### src/hw/rtl/wpd_pkg.sv
`default_nettype none

package wpd_pkg;

  // Sizes
  localparam int MAX_CHANNELS = 8;
  localparam int HEADER_BYTES = 44;
  localparam int POS_W = 6;
  localparam int IDX_W = $clog2(MAX_CHANNELS + 1);
  localparam int SUM_W = 17 + $clog2(MAX_CHANNELS);
  localparam int DIV_CNT_W = $clog2(SUM_W + 1);

  // Header byte positions
  localparam logic [POS_W-1:0] POS_FMT_LO = POS_W'(20);
  localparam logic [POS_W-1:0] POS_FMT_HI = POS_W'(21);
  localparam logic [POS_W-1:0] POS_CH_LO = POS_W'(22);
  localparam logic [POS_W-1:0] POS_CH_HI = POS_W'(23);
  localparam logic [POS_W-1:0] POS_RATE_LO = POS_W'(24);
  localparam logic [POS_W-1:0] POS_RATE_END = POS_W'(28);
  localparam logic [POS_W-1:0] POS_BITS_LO = POS_W'(34);
  localparam logic [POS_W-1:0] POS_BITS_HI = POS_W'(35);
  localparam logic [POS_W-1:0] POS_HDR_LAST = POS_W'(HEADER_BYTES - 1);
  localparam logic [POS_W-1:0] POS_HDR_END = POS_W'(HEADER_BYTES);

  localparam logic [15:0] FMT_PCM = 16'd1;
  localparam logic [15:0] BITS_16 = 16'd16;
  localparam logic [31:0] RATE_RESET = 32'd44100;

  // Result kinds
  localparam logic [1:0] KIND_SAMPLE = 2'd0;
  localparam logic [1:0] KIND_HEADER = 2'd1;
  localparam logic [1:0] KIND_END = 2'd2;

  // Status codes
  localparam logic [2:0] ST_OK = 3'd0;
  localparam logic [2:0] ST_BAD_MAGIC = 3'd1;
  localparam logic [2:0] ST_NOT_PCM = 3'd2;
  localparam logic [2:0] ST_BITS = 3'd3;
  localparam logic [2:0] ST_CHANNELS = 3'd4;
  localparam logic [2:0] ST_TRUNC = 3'd5;

  // Controller to datapath
  typedef struct packed {
    logic take_byte;
    logic load_main;
    logic main_sample;
    logic main_last;
    logic load_end;
  } wpd_cmd_t;

  // Datapath to controller
  typedef struct packed {
    logic hdr_done;
    logic frame_done;
    logic div_busy;
    logic out_free;
  } wpd_stat_t;

  // Expected magic byte and whether the position is checked
  function automatic logic [8:0] magic_byte(input logic [POS_W-1:0] pos);
    logic [8:0] r;
    r = 9'h000;
    case (pos)
      6'd0: r = {1'b1, 8'h52};
      6'd1: r = {1'b1, 8'h49};
      6'd2: r = {1'b1, 8'h46};
      6'd3: r = {1'b1, 8'h46};
      6'd8: r = {1'b1, 8'h57};
      6'd9: r = {1'b1, 8'h41};
      6'd10: r = {1'b1, 8'h56};
      6'd11: r = {1'b1, 8'h45};
      default: r = 9'h000;
    endcase
    return r;
  endfunction

endpackage

`default_nettype wire

### src/hw/rtl/wpd_div.sv
`default_nettype none

// Bit-serial signed divide, one quotient bit per cycle, truncates toward zero
module wpd_div (
  input wire logic clk,
  input wire logic rst,
  input wire logic start,
  input wire logic signed [wpd_pkg::SUM_W-1:0] dividend,
  input wire logic [wpd_pkg::IDX_W-1:0] divisor,
  output logic busy,
  output logic signed [15:0] quotient
);

  logic [wpd_pkg::DIV_CNT_W-1:0] cnt;
  logic [wpd_pkg::IDX_W:0] rem;
  logic [wpd_pkg::SUM_W-1:0] quo;
  logic [wpd_pkg::IDX_W-1:0] dvs;
  logic neg;

  logic [wpd_pkg::IDX_W:0] rem_sh;
  logic ge;
  logic [wpd_pkg::SUM_W-1:0] mag;

  // Shift in the next dividend bit and trial subtract
  always_comb begin
    rem_sh = {rem[wpd_pkg::IDX_W-1:0], quo[wpd_pkg::SUM_W-1]};
    ge = rem_sh >= {1'b0, dvs};
    mag = dividend[wpd_pkg::SUM_W-1] ? (~dividend + 1'b1) : dividend;
  end

  // Control: run for SUM_W steps
  always_ff @(posedge clk) begin
    if (rst) begin
      busy <= 1'b0;
      cnt <= '0;
    end else if (start) begin
      busy <= 1'b1;
      cnt <= wpd_pkg::DIV_CNT_W'(wpd_pkg::SUM_W);
    end else if (busy) begin
      cnt <= cnt - 1'b1;
      if (cnt == wpd_pkg::DIV_CNT_W'(1)) begin
        busy <= 1'b0;
      end
    end
  end

  // Remainder and quotient
  always_ff @(posedge clk) begin
    if (start) begin
      rem <= '0;
      quo <= mag;
      dvs <= divisor;
      neg <= dividend[wpd_pkg::SUM_W-1];
    end else if (busy) begin
      rem <= ge ? (rem_sh - {1'b0, dvs}) : rem_sh;
      quo <= {quo[wpd_pkg::SUM_W-2:0], ge};
    end
  end

  assign quotient = neg ? (16'sd0 - $signed(quo[15:0])) : $signed(quo[15:0]);

endmodule

`default_nettype wire

### src/hw/rtl/wpd_dp.sv
`default_nettype none

module wpd_dp (
  input wire logic clk,
  input wire logic rst,
  input wire logic cfg_write_en,
  input wire logic [31:0] cfg_write_data,
  input wire logic [7:0] in_byte,
  input wire wpd_pkg::wpd_cmd_t cmd,
  output wpd_pkg::wpd_stat_t stat,
  output logic out_valid,
  input wire logic out_ready,
  output logic [1:0] kind,
  output logic signed [15:0] mono_sample,
  output logic [15:0] channel_count,
  output logic [31:0] sample_rate,
  output logic [15:0] bits_per_sample,
  output logic [2:0] status,
  output logic rate_mismatch,
  output logic last
);

  logic [31:0] expected_rate;
  logic [wpd_pkg::POS_W-1:0] byte_position;
  logic magic_ok;
  logic [15:0] format_word;
  logic [15:0] channels_held;
  logic [31:0] rate_held;
  logic [15:0] bits_held;
  logic [7:0] low_byte_held;
  logic byte_phase;
  logic [wpd_pkg::IDX_W-1:0] channel_index;
  logic signed [wpd_pkg::SUM_W-1:0] frame_sum;

  logic in_header;
  logic supported;
  logic [8:0] magic;
  logic signed [15:0] sample_in;
  logic signed [wpd_pkg::SUM_W-1:0] sum_next;
  logic [wpd_pkg::IDX_W-1:0] idx_inc;
  logic frame_done;
  logic [2:0] hdr_status;
  logic div_busy;
  logic signed [15:0] div_q;
  logic [1:0] rate_sh;
  logic out_free;

  // Header checks and sample assembly
  always_comb begin
    in_header = byte_position < wpd_pkg::POS_HDR_END;
    supported = (channels_held >= 16'd1) && (channels_held <= 16'(wpd_pkg::MAX_CHANNELS));
    magic = wpd_pkg::magic_byte(byte_position);
    sample_in = $signed({in_byte, low_byte_held});
    sum_next = frame_sum + wpd_pkg::SUM_W'(sample_in);
    idx_inc = channel_index + 1'b1;
    frame_done = !in_header && byte_phase && (bits_held == wpd_pkg::BITS_16) && supported
                 && (16'(idx_inc) >= channels_held);
    rate_sh = 2'(byte_position - wpd_pkg::POS_RATE_LO);
    out_free = !out_valid || out_ready;
  end

  // Status priority: truncated, magic, format, bits, channels
  always_comb begin
    if (in_header) begin
      hdr_status = wpd_pkg::ST_TRUNC;
    end else if (!magic_ok) begin
      hdr_status = wpd_pkg::ST_BAD_MAGIC;
    end else if (format_word != wpd_pkg::FMT_PCM) begin
      hdr_status = wpd_pkg::ST_NOT_PCM;
    end else if (bits_held != wpd_pkg::BITS_16) begin
      hdr_status = wpd_pkg::ST_BITS;
    end else if (!supported) begin
      hdr_status = wpd_pkg::ST_CHANNELS;
    end else begin
      hdr_status = wpd_pkg::ST_OK;
    end
  end

  assign stat.hdr_done = (byte_position == wpd_pkg::POS_HDR_LAST);
  assign stat.frame_done = frame_done;
  assign stat.div_busy = div_busy;
  assign stat.out_free = out_free;

  // Hold the expected rate
  always_ff @(posedge clk) begin
    if (rst) begin
      expected_rate <= wpd_pkg::RATE_RESET;
    end else if (cfg_write_en) begin
      expected_rate <= cfg_write_data;
    end
  end

  // Advance the parse state per byte; clear after the end status
  always_ff @(posedge clk) begin
    if (rst || cmd.load_end) begin
      byte_position <= '0;
      magic_ok <= 1'b1;
      format_word <= '0;
      channels_held <= '0;
      rate_held <= '0;
      bits_held <= '0;
      low_byte_held <= '0;
      byte_phase <= 1'b0;
      channel_index <= '0;
      frame_sum <= '0;
    end else if (cmd.take_byte) begin
      if (in_header) begin
        byte_position <= byte_position + 1'b1;
        if (magic[8] && (magic[7:0] != in_byte)) begin
          magic_ok <= 1'b0;
        end
        if (byte_position == wpd_pkg::POS_FMT_LO) format_word[7:0] <= in_byte;
        if (byte_position == wpd_pkg::POS_FMT_HI) format_word[15:8] <= in_byte;
        if (byte_position == wpd_pkg::POS_CH_LO) channels_held[7:0] <= in_byte;
        if (byte_position == wpd_pkg::POS_CH_HI) channels_held[15:8] <= in_byte;
        if (byte_position >= wpd_pkg::POS_RATE_LO && byte_position < wpd_pkg::POS_RATE_END) begin
          rate_held[rate_sh*8 +: 8] <= in_byte;
        end
        if (byte_position == wpd_pkg::POS_BITS_LO) bits_held[7:0] <= in_byte;
        if (byte_position == wpd_pkg::POS_BITS_HI) bits_held[15:8] <= in_byte;
      end else if (!byte_phase) begin
        low_byte_held <= in_byte;
        byte_phase <= 1'b1;
      end else begin
        byte_phase <= 1'b0;
        if (bits_held == wpd_pkg::BITS_16 && supported) begin
          if (frame_done) begin
            frame_sum <= '0;
            channel_index <= '0;
          end else begin
            frame_sum <= sum_next;
            channel_index <= idx_inc;
          end
        end
      end
    end
  end

  wpd_div u_div (
    .clk(clk),
    .rst(rst),
    .start(cmd.take_byte && frame_done),
    .dividend(sum_next),
    .divisor(channels_held[wpd_pkg::IDX_W-1:0]),
    .busy(div_busy),
    .quotient(div_q)
  );

  // Output register valid
  always_ff @(posedge clk) begin
    if (rst) begin
      out_valid <= 1'b0;
    end else if (cmd.load_main || cmd.load_end) begin
      out_valid <= 1'b1;
    end else if (out_ready) begin
      out_valid <= 1'b0;
    end
  end

  // Load the result fields
  always_ff @(posedge clk) begin
    if (cmd.load_main || cmd.load_end) begin
      channel_count <= channels_held;
      sample_rate <= rate_held;
      bits_per_sample <= bits_held;
      status <= hdr_status;
      rate_mismatch <= rate_held != expected_rate;
      if (cmd.load_end) begin
        kind <= wpd_pkg::KIND_END;
        mono_sample <= '0;
        last <= 1'b1;
      end else begin
        kind <= cmd.main_sample ? wpd_pkg::KIND_SAMPLE : wpd_pkg::KIND_HEADER;
        mono_sample <= cmd.main_sample ? div_q : 16'sd0;
        last <= cmd.main_last;
      end
    end
  end

endmodule

`default_nettype wire

### src/hw/rtl/wpd_ctrl.sv
`default_nettype none

module wpd_ctrl (
  input wire logic clk,
  input wire logic rst,
  input wire logic in_valid,
  output logic in_ready,
  input wire logic last_byte,
  input wire wpd_pkg::wpd_stat_t stat,
  output wpd_pkg::wpd_cmd_t cmd
);

  localparam logic [1:0] S_IDLE = 2'd0;
  localparam logic [1:0] S_DIV = 2'd1;
  localparam logic [1:0] S_MAIN = 2'd2;
  localparam logic [1:0] S_END = 2'd3;

  logic [1:0] state;
  logic [1:0] state_next;
  logic end_pending;
  logic end_pending_next;
  logic main_sample;
  logic main_sample_next;

  assign in_ready = (state == S_IDLE);

  // Sequence: take a request, divide if a frame closed, then issue results
  always_comb begin
    state_next = state;
    end_pending_next = end_pending;
    main_sample_next = main_sample;
    cmd = '0;
    case (state)
      S_IDLE: begin
        if (in_valid) begin
          cmd.take_byte = 1'b1;
          end_pending_next = last_byte;
          main_sample_next = stat.frame_done;
          if (stat.frame_done) begin
            state_next = S_DIV;
          end else if (stat.hdr_done) begin
            state_next = S_MAIN;
          end else if (last_byte) begin
            state_next = S_END;
          end
        end
      end
      S_DIV: begin
        if (!stat.div_busy) begin
          state_next = S_MAIN;
        end
      end
      S_MAIN: begin
        if (stat.out_free) begin
          cmd.load_main = 1'b1;
          cmd.main_sample = main_sample;
          cmd.main_last = !end_pending;
          state_next = end_pending ? S_END : S_IDLE;
        end
      end
      S_END: begin
        if (stat.out_free) begin
          cmd.load_end = 1'b1;
          state_next = S_IDLE;
        end
      end
      default: begin
        state_next = S_IDLE;
      end
    endcase
  end

  always_ff @(posedge clk) begin
    if (rst) begin
      state <= S_IDLE;
      end_pending <= 1'b0;
      main_sample <= 1'b0;
    end else begin
      state <= state_next;
      end_pending <= end_pending_next;
      main_sample <= main_sample_next;
    end
  end

endmodule

`default_nettype wire

### src/hw/rtl/wav_pcm16_mono_downmix_top.sv
// WAV PCM16 header check and mono downmix. Feed the file one byte per request,
// header first, with last_byte on the final byte. The 44-byte header is checked
// and a header summary comes out on its last byte; after that, 16-bit
// little-endian samples of one interleaved frame are summed and the channel
// average comes out, truncated toward zero. The byte with last_byte set gives
// its own result, if any, then an end status, and the block returns to the
// start of a new file (expected_rate is kept). The block takes no new byte until
// the results of the byte before are issued. A byte that completes a frame waits
// for the bit-serial divider, which forms the average one quotient bit per cycle
// for any channel count; the last byte then also issues the end status. A result
// waiting on out_ready holds the block only when a new result must be loaded
// behind it.
`default_nettype none

module wav_pcm16_mono_downmix_top (
  input wire logic clk,
  input wire logic rst,
  input wire logic cfg_write_en,
  input wire logic [31:0] cfg_write_data,
  input wire logic in_valid,
  output logic in_ready,
  input wire logic [7:0] in_byte,
  input wire logic last_byte,
  output logic out_valid,
  input wire logic out_ready,
  output logic [1:0] kind,
  output logic signed [15:0] mono_sample,
  output logic [15:0] channel_count,
  output logic [31:0] sample_rate,
  output logic [15:0] bits_per_sample,
  output logic [2:0] status,
  output logic rate_mismatch,
  output logic last
);

  wpd_pkg::wpd_cmd_t cmd;
  wpd_pkg::wpd_stat_t stat;

  wpd_ctrl u_ctrl (
    .clk(clk),
    .rst(rst),
    .in_valid(in_valid),
    .in_ready(in_ready),
    .last_byte(last_byte),
    .stat(stat),
    .cmd(cmd)
  );

  wpd_dp u_dp (
    .clk(clk),
    .rst(rst),
    .cfg_write_en(cfg_write_en),
    .cfg_write_data(cfg_write_data),
    .in_byte(in_byte),
    .cmd(cmd),
    .stat(stat),
    .out_valid(out_valid),
    .out_ready(out_ready),
    .kind(kind),
    .mono_sample(mono_sample),
    .channel_count(channel_count),
    .sample_rate(sample_rate),
    .bits_per_sample(bits_per_sample),
    .status(status),
    .rate_mismatch(rate_mismatch),
    .last(last)
  );

endmodule

`default_nettype wire
### config.mk
export PLATFORM = sky130hd
export DESIGN_NAME = wav_pcm16_mono_downmix_top
export DESIGN_NICKNAME = d
export VERILOG_FILES = /design/src/hw/rtl/wpd_pkg.sv /design/src/hw/rtl/wpd_div.sv /design/src/hw/rtl/wpd_dp.sv /design/src/hw/rtl/wpd_ctrl.sv /design/src/hw/rtl/wav_pcm16_mono_downmix_top.sv
export SDC_FILE = /design/constraint.sdc
export NUM_CORES = 1
export LEC_CHECK = 0
export BUFFER_PORTS_ARGS = -buffer_cell sky130_fd_sc_hd__buf_4
export CAP_MARGIN = 10
export CORE_UTILIZATION = 45
export CTS_BUF_LIST = sky130_fd_sc_hd__clkbuf_8
export DETAILED_ROUTE_END_ITERATION = 7
export PLACE_DENSITY_LB_ADDON = 0.12
export SYNTH_ARGS = -nofsm -noshare
export SYNTH_HDL_FRONTEND = slang
export SYNTH_SLANG_ARGS = --single-unit
export TNS_END_PERCENT = 100
### constraint.sdc
create_clock -name clk -period 4.14 [get_ports clk]
set_input_delay 0.207 -clock clk [delete_from_list [all_inputs] [get_ports clk]]
set_output_delay 0.207 -clock clk [all_outputs]
set_load 0.01 [all_outputs]
Yosys cells after proc, flatten, opt, wreduce, memory -nomap -nowiden
Memories as Yosys holds them, arrays and structs flattened. A register that Yosys moved wholly into a read port is not among the register bits.
Cells that the tools add are included.
Storage, ports and cells
  word-level logic and storage cells: 154
  memory bits (read-only): 112
  output and inout bits: 89
  register bits after elaboration: 279
  bits of input ports: 46
  memories kept: 1
Operators by class
  reductions and logical operators: 36
  $lt $le $gt $ge: 7
  bitwise operators: 5
  equality and inequality tests: 21
  shift-type cells: 2
  multiplexer cells: 39
  $add $sub $neg: 9
Memories
  (no name shown): depth 16, width 7, rd ports 1, clocked after Yosys merged registers in 1, write ports 0, line wpd_pkg.sv:63  | case (pos)
Operators by type and width (count)
  $mux 20: 4
  $neg 5->34: 1
  $shift 8x34->32 const A: 1
  $shiftx 8x34->32: 1
  $bwmux 32: 1
  $ne 32x32->1: 1
  $reduce_and 3->1: 9
  $eq 6x5->1 const B: 4
  $add 20x1->20 const B: 1
  $add 20x16->20: 1
  $not 20->20: 1
  $eq 6x6->1 const B: 3
  $mux 3: 6
  $eq 16x5->1 const B: 1
  $ge 16x1->1 const B: 1
  $ge 4x16->1: 1
  $le 16x4->1 const B: 1
  $mux 16: 1
  $mux 2: 8
  $mux 4: 4
  $ne 16x1->1 const B: 1
  $ne 16x5->1 const B: 1
  $sub 1x16->16 const A: 1
  $mux 1: 11
  other kinds (29): 54

Longest topological paths before layout
Gate-level depths: netlist of the first run.
  word-level depth: 9
  gate-level depth with buffers: 11
  gate-level depth less buffers: 10

Cells and area by module
A second synthesis of the first run with hierarchy kept.
Unflattened totals
  cell total of the unflattened synthesis: 1278
  area total of the unflattened synthesis: 12949.9 um^2
Modules (own cells, without submodules)
  wpd_dp: cells an instance 992, seq. area each 5795.6 um^2, times used 1, area an instance 10306.1 um^2
  wpd_div: cells an instance 254, seq. area each 950.9 um^2, times used 1, area an instance 2381.0 um^2
  wpd_ctrl: cells an instance 32, seq. area each 80.1 um^2, times used 1, area an instance 262.8 um^2

Worst setup path after synthesis of the first run
OpenSTA, ideal clock, no wires.
  path kind: flip-flop to flip-flop
  start: register u_dp.out_valid
  end: register u_dp.mono_sample[10], data pin
  path buffers: 1
  arrival time: 4.504 ns
  library setup time: 0.140 ns
  stages on the path, launching flop included: 6
  data required time: 4.000 ns
  setup slack: -0.504 ns
  clock period less this slack: 4.644 ns
  cell sequence: dfxtp_1 -> nand2b_1 -> and2_0 -> nand3_1 -> clkbuf_1 -> nor2_1
On the way
  cells in the longest elaborated chain, start to end: 6
  elaborated cells on any way between the ends: 8
  those cells by class: 4 x mux; 1 x bitwise; 3 x reduce/logical
RTL lines
  start: declaration: line wpd_dp.sv:11  | output logic out_valid,
  start signal: assignment: line wpd_dp.sv:152  | out_valid <= 1'b0;
  start signal: assignment: line wpd_dp.sv:154  | out_valid <= 1'b1;
  start signal: assignment: line wpd_dp.sv:156  | out_valid <= 1'b0;
  $logic_not 1->1 *: line wpd_dp.sv:59  | out_free = !out_valid || out_ready;
  $logic_or 1x1->1 *: line wpd_dp.sv:59
  $mux 3: line wpd_ctrl.sv:54  | if (stat.out_free) begin
  $mux 3: line wpd_ctrl.sv:33  | case (state)
  $not 1->1 (no line)
  $reduce_or 2->1 (no line) *
  end signal: assignment: line wpd_dp.sv:174  | mono_sample <= cmd.main_sample ? div_q : 16'sd0;
  end: declaration: line wpd_dp.sv:14  | output logic signed [15:0] mono_sample,
Every way passes the cells marked *; elsewhere a longest branch is shown, timed or not.
A chain may end at the register's enable or synchronous reset.

Worst setup path in the final report of the first run
  start: input port in_byte[4]
  end: register u_dp.u_div.quo[18] (netlist name), data pin
On the way
  cells in the longest elaborated chain, start to end: 5
RTL lines
  start: declaration: line wav_pcm16_mono_downmix_top.sv:22  | input wire logic [7:0] in_byte,
  $add 20x16->20 *: line wpd_dp.sv:54  | sum_next = frame_sum + wpd_pkg::SUM_W'(sample_in);
  $not 20->20: line wpd_div.sv:28  | mag = dividend[wpd_pkg::SUM_W-1] ? (~dividend + 1'b1) : dividend;
  $add 20x1->20: line wpd_div.sv:28
  $mux 20 *: line wpd_div.sv:28
  $mux 20 *: line wpd_div.sv:49  | if (start) begin
  end signal: assignment: line wpd_div.sv:51  | quo <= mag;
  end signal: assignment: line wpd_div.sv:56  | quo <= {quo[wpd_pkg::SUM_W-2:0], ge};
  end: declaration: line wpd_div.sv:16  | logic [wpd_pkg::SUM_W-1:0] quo;
Marked as above.

==> results of run 1 <==
-- critical path, cell delays in order --
cell and delay [ns]:
dlygate4sd3_1 0.55, buf_4 0.23, ha_1 0.47, o21ai_0 0.17
a2111oi_0 0.68, o22ai_1 0.19, a211o_1 0.31, o211ai_1 0.32
buf_4 0.31, a21oi_2 0.06, a222oi_1 0.23, o211ai_1 0.13
-- layout make-up --
class / count / share of cell area, %
Sequential cell: 285 / 43.54
Clock inverter: 36 / 1.269
Inverter: 34 / 0.8140
Multi-Input combinational cell: 926 / 36.86
Clock buffer: 52 / 4.565
Tap cell: 378 / 3.017
Timing Repair Buffer: 193 / 9.928
-- worst paths after layout --
path,from,to,cells past startpoint
hold reg to reg,u_dp.format_word[0]$_SDFFE_PP0P_,u_dp.format_word[0]$_SDFFE_PP0P_,2
setup reg to reg,u_dp.frame_sum[12]$_SDFFE_PP0P_,u_dp.u_div.quo[18]$_DFFE_PP_,10
setup / recovery,in_byte[4],u_dp.u_div.quo[18]$_DFFE_PP_,12
hold / removal,rst,u_dp.expected_rate[3]$_SDFFE_PP0P_,2
-- cells in the mapped netlist (all sizes together) (33+ instances only) --
library cell / instances / area share [%]
ha: 38 / 3.7
a21oi: 120 / 4.7
mux2i: 41 / 3.2
nor2: 128 / 3.7
clkbuf: 66 / 1.9
edfxtp: 112 / 26
nand2: 143 / 4.1
o21ai: 38 / 1.5
xnor2: 63 / 4.2
inv: 33 / 0.95
nand3: 91 / 3.5
dfxtp: 173 / 27
-- where the power goes --
group	leakage, µW	internal, µW	switching (µW)
sequential	0.00244	3290	141
clock	0.000543	1240	1150
combinational	0.00296	534	737
total	0.00594	5060	2030
-- flip-flops by register name (all words and copies together) (netlist names), 20 cells and up, named ones only --
| signal | count |
|---|---|
| u_dp.expected_rate | 32 |
| u_dp.rate_held | 32 |
| u_dp.sample_rate | 32 |
| u_dp.frame_sum | 20 |
| u_dp.u_div.quo | 20 |
-- layer usage --
metal / routed length, µm / vias to the layer above
met5: 0 / -
met4: 661 / 0
met3: 1793 / 56
met2: 14080 / 290
met1: 15910 / 4865
li1: - / 5067
-- cells by family after synthesis --
group	Yosys count	synth area share, %
multiplexers	41	3.151
flip-flops	285	52.42
buffers and inverters	109	3.324
AO/OA/AOI/OAI	271	13.36
AND/OR/NAND/NOR	482	17.59
XOR/XNOR	92	6.188
adder cells (fa/ha/maj)	40	3.959
-- per-stage QoR --
stage / setup WS, ns / cells / utilization (%) / hold slack, ns
floorplan: 0.5413 / 1320 / - / 0.3294
global placement: 0.7453 / 1773 / 51.03 / 0.4146
detailed placement: 0.6407 / 1773 / 51.03 / 0.4162
CTS: 0.6740 / 1904 / 55.82 / 0.06876
global route: 0.3755 / 1904 / 55.82 / 0.08973
finish: 0.5760 / 1904 / 55.82 / 0.08347
==> results.py, run 1 <==
metrics = {
    "floorplanning": {
        "die_area_mm2": 0.02962,
        "ioPinCount": 135,
        "fp.dieW_um": 172.1,
        "fp.dieH_um": 172.1,
        "rows": 61,
        "core-area_mm2": 0.02809,
        "start_util_pct": 46.36,
    },
    "synth": {
        "synth_top_flop_cell": "dfxtp_1",
        "synth_cell_types": 74,
        "avgSynthCellArea_um2": 9.866,
        "netlist_area_mm2": 0.01302,
        "ys_warn_count": 0,
        "ys_ff_latch": 285,
        "synth-edff-count": 112,
        "ys_seq_area_share_pct": 52.42,
        "postSynthCellCount": 1320,
        "syn_nets": 1406,
        "synthArstFlopShare_pct": 0,
    },
    "global_route": {
        "grtUsageMet2_pct": 33.31,
        "grt_pass1_wl_um": 50900,
        "grt_pass1_vias": 9634,
        "grt_busiest_layer": "met2",
        "overflow": 0,
        "met3_usage_pct": 3.204,
        "grt_max_degree": 71,
        "antenna_found_initial": 0,
        "grt_use_total_pct": 21.97,
        "grt_use_met1_pct": 32.02,
    },
    "critical_path": {
        "critPathKind": "in -> reg",
        "startpoint_type": "primary input",
        "end_kind": "flop",
        "required_ns": 4.46,
        "critPathMaxFanout": 14,
        "ff2ff_setup_slack_ns": 0.73,
        "cp_data_arrival_time_ns": 3.88,
    },
    "finish": {
        "nFillCells": 2529,
        "syn2layout_area_growth_pct": 20.39,
        "nets": 1573,
        "drive_gt1_share_pct": 15.66,
        "antenna_cells": 0,
        "multi_input_area_mm2": 0.005779,
        "fin_area_mm2": 0.01568,
        "final_cell_mix": "173 x dfxtp_1, 150 x buf_4, 143 x nand2_1, 128 x nor2_1, 118 x a21oi_1",
        "seqCellArea_mm2": 0.006827,
        "final_common_cell": "dfxtp_1",
    },
    "cts": {
        "clockRootBuffer": "clkbuf_8",
        "numClockSinks": 285,
        "clk_pin_slew_ns": 0.07,
        "cts.path.max_buffers": 3,
        "cts_resized": 0,
        "htree_levels": 2,
        "ctsHoldBuffers": 43,
        "cts_tree": "done",
        "worstSkewPairLatency_ns": 0.60,
        "post_cts_buffers": 0,
        "cts_made_buffers": 47,
    },
    "placed_design": {
        "dpl_cell_area_mm2": 0.01433,
        "place_hpwl_um": 22020,
        "gp_congestion": 0.9034,
        "io_buffers": 134,
    },
    "drt": {
        "drt-pass1-iter-count": 5,
        "wl_per_cell_um": 17.04,
        "routed_wl_um": 32440,
        "drcViolationCount": 0,
        "vias": 10280,
        "drtIter0Drc": 802,
        "antenna_left": 0,
        "vias_per_cell": 5.398,
    },
    "timing": {
        "hold_viol_final": 0,
        "worst-slew-pin-transition_ns": 0.8452,
        "setup_violations": 0,
        "rsz0062_at_grt": "false",
        "post-route-min-period_ns": 3.564,
        "fin_setup_tns_ns": 0,
        "timing.fmax_mhz": 280.6,
        "fin_crit_sh_pct": 86.09,
        "slew_violations": 0,
        "max_slew_margin_pct": 43.22,
        "finClkSkew_ns": 0.04074,
    },
    "pwr": {
        "p_leak_uw": 0.005942,
        "power_density_mw_per_mm2": 452.1,
        "vdd_ir_drop_max_mv": 0.2274,
        "total_power_uw": 7087,
    },
    "hold_path": {
        "worstHoldPathType": "in -> reg",
    },
    "flow_run": {
        "maxCapViolCount": 0,
    },
    "status": {
        "status": "completed",
    },
}
(Power assumes the default switching activity.)
==> run 2, diff against run 1 <==
Settings changed: ABC_AREA set to 1, CAP_MARGIN 10 to 25.
Clock period 4.14 ns to 3.6 ns, I/O delays scaled along.
==> results.py, run 2 <==
metrics = {
    "synth": {
        "yosys-top-cells-count": "319 x nand2_1, 173 x dfxtp_1, 160 x nor2_1",
        "synth_cell_types": 53,
        "yosysTopAreaCell": "dfxtp_1",
        "ys_warn_count": 0,
        "synth_area_leaders": "dfxtp_1 26%, edfxtp_1 25%, nand2_1 9.1%, a21oi_1 6.0%, o21ai_0 4.9%",
        "synthArstFlopShare_pct": 0,
        "ys_ff_latch": 285,
        "syn_nets": 1661,
        "synth_top_flop_cell": "dfxtp_1",
        "netlist_area_mm2": 0.01320,
        "avgSynthCellArea_um2": 8.379,
        "ys_seq_area_share_pct": 51.73,
        "synth_most_common_cell": "nand2_1",
        "postSynthCellCount": 1575,
        "synth-edff-count": 112,
        "synth_top_area_share_pct": 26.24,
    },
    "critical_path": {
        "required_ns": 3.78,
        "end_kind": "flop",
        "cp_data_arrival_time_ns": 3.23,
        "critPathKind": "reg -> reg",
        "startpoint_type": "flop",
        "critPathMaxFanout": 20,
        "reg2reg_depth": 8,
    },
    "floorplanning": {
        "core-area_mm2": 0.02878,
        "die_area_mm2": 0.03001,
        "fp.dieW_um": 173.2,
        "ioPinCount": 135,
        "rows": 62,
        "start_util_pct": 45.85,
        "fp.dieH_um": 173.2,
    },
    "timing": {
        "layout_setup_ws_ns": 0.5476,
        "hold_ws_ns": 0.03954,
        "worst-slew-pin-transition_ns": 0.9060,
        "slew_violations": 0,
        "fin_crit_sh_pct": 84.79,
        "hold_viol_final": 0,
        "post-route-min-period_ns": 3.052,
        "max_slew_margin_pct": 39.37,
        "rsz0062_at_grt": "false",
        "fin_setup_tns_ns": 0,
        "timing.fmax_mhz": 327.6,
        "setup_violations": 0,
        "finClkSkew_ns": 0.02350,
    },
    "drt": {
        "drt-pass1-iter-count": 7,
        "wl_per_cell_um": 16.15,
        "routed_wl_um": 35190,
        "vias_per_cell": 5.233,
        "antenna_left": 0,
        "drcViolationCount": 0,
        "drtIter0Drc": 808,
        "vias": 11400,
    },
    "flow_run": {
        "maxCapViolCount": 0,
    },
    "placed_design": {
        "dpl_cell_area_mm2": 0.01455,
        "dp_cells": 2053,
        "io_buffers": 134,
        "place_hpwl_um": 24760,
        "gp_congestion": 0.9126,
        "preCtsSetupSlack_ns": 0.5915,
    },
    "cts": {
        "numClockSinks": 285,
        "cts_tree": "done",
        "cts_made_buffers": 48,
        "worstSkewPairLatency_ns": 0.57,
        "cts.path.max_buffers": 3,
        "cts_resized": 0,
        "post_cts_buffers": 0,
        "ctsHoldBuffers": 40,
        "clk_pin_slew_ns": 0.07,
        "clockRootBuffer": "clkbuf_8",
        "htree_levels": 2,
    },
    "pwr": {
        "p_leak_uw": 0.006796,
        "vdd_ir_drop_max_mv": 0.3069,
        "power_density_mw_per_mm2": 533.5,
    },
    "hold_path": {
        "whs_path_depth": 3,
        "worstHoldPathType": "in -> reg",
    },
    "finish": {
        "stdcell_count": 2179,
        "nFillCells": 2686,
        "fin_area_mm2": 0.01598,
        "reg_top3": "u_dp.expected_rate x32, u_dp.rate_held x32, u_dp.sample_rate x32",
        "nets": 1846,
        "final_common_cell": "nand2_1",
        "syn2layout_area_growth_pct": 21.09,
        "drive_gt1_share_pct": 14.26,
        "antenna_cells": 0,
        "seqCellArea_mm2": 0.006827,
        "multi_input_area_mm2": 0.005539,
        "final_cell_mix": "319 x nand2_1, 173 x dfxtp_1, 170 x inv_1, 159 x nor2_1, 157 x a21oi_1",
    },
    "global_route": {
        "grt_pass1_vias": 10820,
        "grt_max_degree": 70,
        "grt_use_total_pct": 23.24,
        "antenna_found_initial": 0,
        "overflow": 0,
        "grt_pass1_wl_um": 55710,
    },
    "status": {
        "status": "completed",
    },
}
run 2: cell types whose count changed after synthesis, sizes merged, moves of 38 or more:
cell | previous run | this run
a21oi | 120 | 158
inv | 33 | 166
mux2i | 41 | 0
nand2 | 143 | 324
nor2 | 128 | 168
o21ai | 38 | 132
xnor2 | 63 | 25
run 2: kinds of logic (layout without fill, tap and decap cells):
group | after synthesis | in the layout | synth area share, %
AO/OA/AOI/OAI | 322 | 322 | 12.93
XOR/XNOR | 38 | 38 | 2.522
adder cells (fa/ha/maj) | 40 | 40 | 3.906
buffers and inverters | 216 | 436 | 6.390
flip-flops | 285 | 285 | 51.73
AND/OR/NAND/NOR | 674 | 674 | 22.52
run 2: path summary, 6_finish.rpt:
| check | startpoint | end | slack, ns |
|---|---|---|---|
| worst max-delay path | u_dp.channel_index[0]$_SDFFE_PP0P_ | u_dp.u_div.quo[8]$_DFFE_PP_ | 0.55 |
| worst min register to register | u_dp.bits_held[12]$_SDFFE_PP0P_ | u_dp.bits_per_sample[12]$_DFFE_PP_ | 0.41 |
| worst min-delay path | in_byte[1] | u_dp.bits_held[9]$_SDFFE_PP0P_ | 0.04 |
| worst max register to register | u_dp.channel_index[0]$_SDFFE_PP0P_ | u_dp.u_div.quo[8]$_DFFE_PP_ | 0.55 |
run 2: critical path, stage by stage (launching register included):
cell and delay, ns:
dfxtp_1 0.35, ha_1 0.22, xor2_1 0.16, ha_1 0.33, nand2_1 0.07, nor3_1 0.19, o211a_1 0.19, nand3_1 0.36
nand2_1 0.79
run 2: cell type report:
cell class              count  share of cell area (%)
clock inverters            18                  0.4933
clock buffers              67                   5.771
multi-input cells        1074                   34.66
well taps                 384                   3.007
flip-flops and latches    285                   42.72
inverters                 168                   3.946
repair buffers            183                   9.396
run 2: metrics by stage:
step	total power, µW	util, %
3_5_place_dp	5615	50.56
6_report	8525	55.52
4_1_cts	8605	55.43
3_3_place_gp	5595	50.50
5_1_grt	8912	55.52
2_1_floorplan	4854	-
run 2: where the power goes:
group          switching (µW)  leakage [µW]  internal (µW)  total, µW
logic                    1000       0.00376            599       1600
clock network            1310      0.000574           1640       2950
registers                 160       0.00246           3810       3970
total                    2470       0.00680           6050       8520
run 2: layer usage:
layer / vias up / GRT usage [%] / wire, µm
li1: 5684 / - / -
met1: 5269 / 30.88 / 15790
met2: 378 / 38.42 / 16390
met3: 71 / 3.575 / 1967
met4: 0 / 8.407 / 1036
met5: - / 0 / 0
==> run 3, diff against run 2 <==
Settings changed: ABC_AREA 1 to 0.
Clock period 3.6 ns to 3.1 ns, I/O delays scaled along.
==> results.py, run 3 (synthesized netlist as in run 1, its figures left out) <==
metrics = {
    "status": {
        "status": "completed",
    },
    "critical_path": {
        "required_ns": 3.41,
        "startpoint_type": "flop",
        "critPathMaxFanout": 5,
        "cp_data_arrival_time_ns": 3.35,
        "critPathKind": "reg -> reg",
        "end_kind": "flop",
    },
    "timing": {
        "worst-slew-pin-transition_ns": 0.6580,
        "slew_violations": 0,
        "hold_ws_ns": 0.04416,
        "fin_crit_sh_pct": 98.12,
        "hold_viol_final": 0,
        "max_slew_margin_pct": 55.82,
        "finClkSkew_ns": 0.03404,
        "fin_setup_tns_ns": 0,
        "rsz0062_at_grt": "true",
        "setup_violations": 0,
        "layout_setup_ws_ns": 0.05836,
        "post-route-min-period_ns": 3.042,
        "timing.fmax_mhz": 328.8,
    },
    "placed_design": {
        "dpl_cell_area_mm2": 0.01466,
        "place_hpwl_um": 22290,
        "preCtsSetupSlack_ns": -0.1343,
        "io_buffers": 134,
        "gp_congestion": 0.8718,
        "dp_cells": 1810,
    },
    "floorplanning": {
        "core-area_mm2": 0.02809,
        "die_area_mm2": 0.02962,
        "fp.dieW_um": 172.1,
        "fp.dieH_um": 172.1,
        "ioPinCount": 135,
        "start_util_pct": 46.36,
        "rows": 61,
    },
    "pwr": {
        "vdd_ir_drop_max_mv": 0.3864,
        "power_density_mw_per_mm2": 603.5,
        "p_leak_uw": 0.006195,
    },
    "cts": {
        "htree_levels": 2,
        "clk_pin_slew_ns": 0.06,
        "cts_tree": "done",
        "cts_made_buffers": 47,
        "clockRootBuffer": "clkbuf_8",
        "worstSkewPairLatency_ns": 0.58,
        "cts.path.max_buffers": 3,
        "numClockSinks": 285,
    },
    "drt": {
        "drtIter0Drc": 777,
        "routed_wl_um": 33290,
        "vias_per_cell": 5.362,
        "drcViolationCount": 0,
        "antenna_left": 0,
        "wl_per_cell_um": 17.16,
        "drt-pass1-iter-count": 5,
        "vias": 10400,
    },
    "finish": {
        "reg_top3": "u_dp.expected_rate x32, u_dp.rate_held x32, u_dp.sample_rate x32",
        "stdcell_count": 1940,
        "final_common_cell": "buf_4",
        "fin_area_mm2": 0.01612,
        "nets": 1610,
        "syn2layout_area_growth_pct": 23.79,
        "drive_gt1_share_pct": 18.76,
        "antenna_cells": 0,
        "nFillCells": 2501,
        "final_cell_mix": "189 x buf_4, 171 x dfxtp_1, 143 x nand2_1, 128 x nor2_1, 118 x a21oi_1",
    },
    "global_route": {
        "grt_use_total_pct": 22.42,
        "antenna_found_initial": 0,
        "overflow": 0,
        "grt_pass1_vias": 9714,
        "grt_pass1_wl_um": 51740,
        "grt_max_degree": 95,
    },
    "hold_path": {
        "worstHoldPathType": "in -> reg",
    },
    "flow_run": {
        "maxCapViolCount": 0,
    },
}
run 3: timing repair:
item	4_1_cts	5_1_grt
hold buffers	36	0
setup buffers	2	5
setup endpoints to repair	5	19
pin swaps	2	10
resized for setup	2	16
endpoints found under the hold margin	44	0
run 3: metal layers:
layer  GRT usage (%)  part of all wire [%]
met1           31.79                    48
met2           34.92                    45
met3           3.593                   5.1
met4           7.003                   2.2
met5               0                     0
run 3: cell type report:
cell class | instances | area, µm² | share of cell area, %
repair buffers | 230 | 1871 | 11.60
clock inverters | 31 | 198.9 | 1.234
multi-input cells | 926 | 5851 | 36.29
clock buffers | 56 | 770.7 | 4.781
flip-flops and latches | 285 | 6829 | 42.36
inverters | 34 | 127.6 | 0.7917
well taps | 378 | 473.0 | 2.934
run 3: critical path: stages (launching register included):
cell,delay (ns)
dfxtp_2,0.33
ha_4,0.16
fa_2,0.37
a21o_1,0.22
a221oi_4,0.33
a21oi_2,0.10
or3_4,0.36
a2111oi_4,0.29
buf_4,0.19
a21oi_2,0.07
a222oi_1,0.24
o211ai_1,0.13
run 3: path summary, 6_finish.rpt:
| path | startpoint | endpoint | slack, ns | cells past startpoint |
|---|---|---|---|---|
| max | u_dp.low_byte_held[0]$_SDFFE_PP0P_ | u_dp.u_div.quo[18]$_DFFE_PP_ | 0.06 | 11 |
| min | rst | u_dp.expected_rate[3]$_SDFFE_PP0P_ | 0.04 | 2 |
| max reg2reg | u_dp.low_byte_held[0]$_SDFFE_PP0P_ | u_dp.u_div.quo[18]$_DFFE_PP_ | 0.06 | 11 |
| min reg2reg | u_dp.format_word[1]$_SDFFE_PP0P_ | u_dp.format_word[1]$_SDFFE_PP0P_ | 0.46 | 2 |
run 3: where the power goes:
part / switching [µW] / leakage, µW / internal (µW)
sequential: 181 / 0.00244 / 4390
combinational: 1020 / 0.00318 / 781
clock: 1530 / 0.000574 / 1830
run 3: per-stage QoR:
| step | utilization (%) | total power [µW] |
|---|---|---|
| floorplan | - | 5518 |
| global placement | 52.20 | 6393 |
| detailed placement | 52.20 | 6408 |
| CTS | 57.03 | 9835 |
| global route | 57.39 | 10200 |
| finish | 57.39 | 9729 |
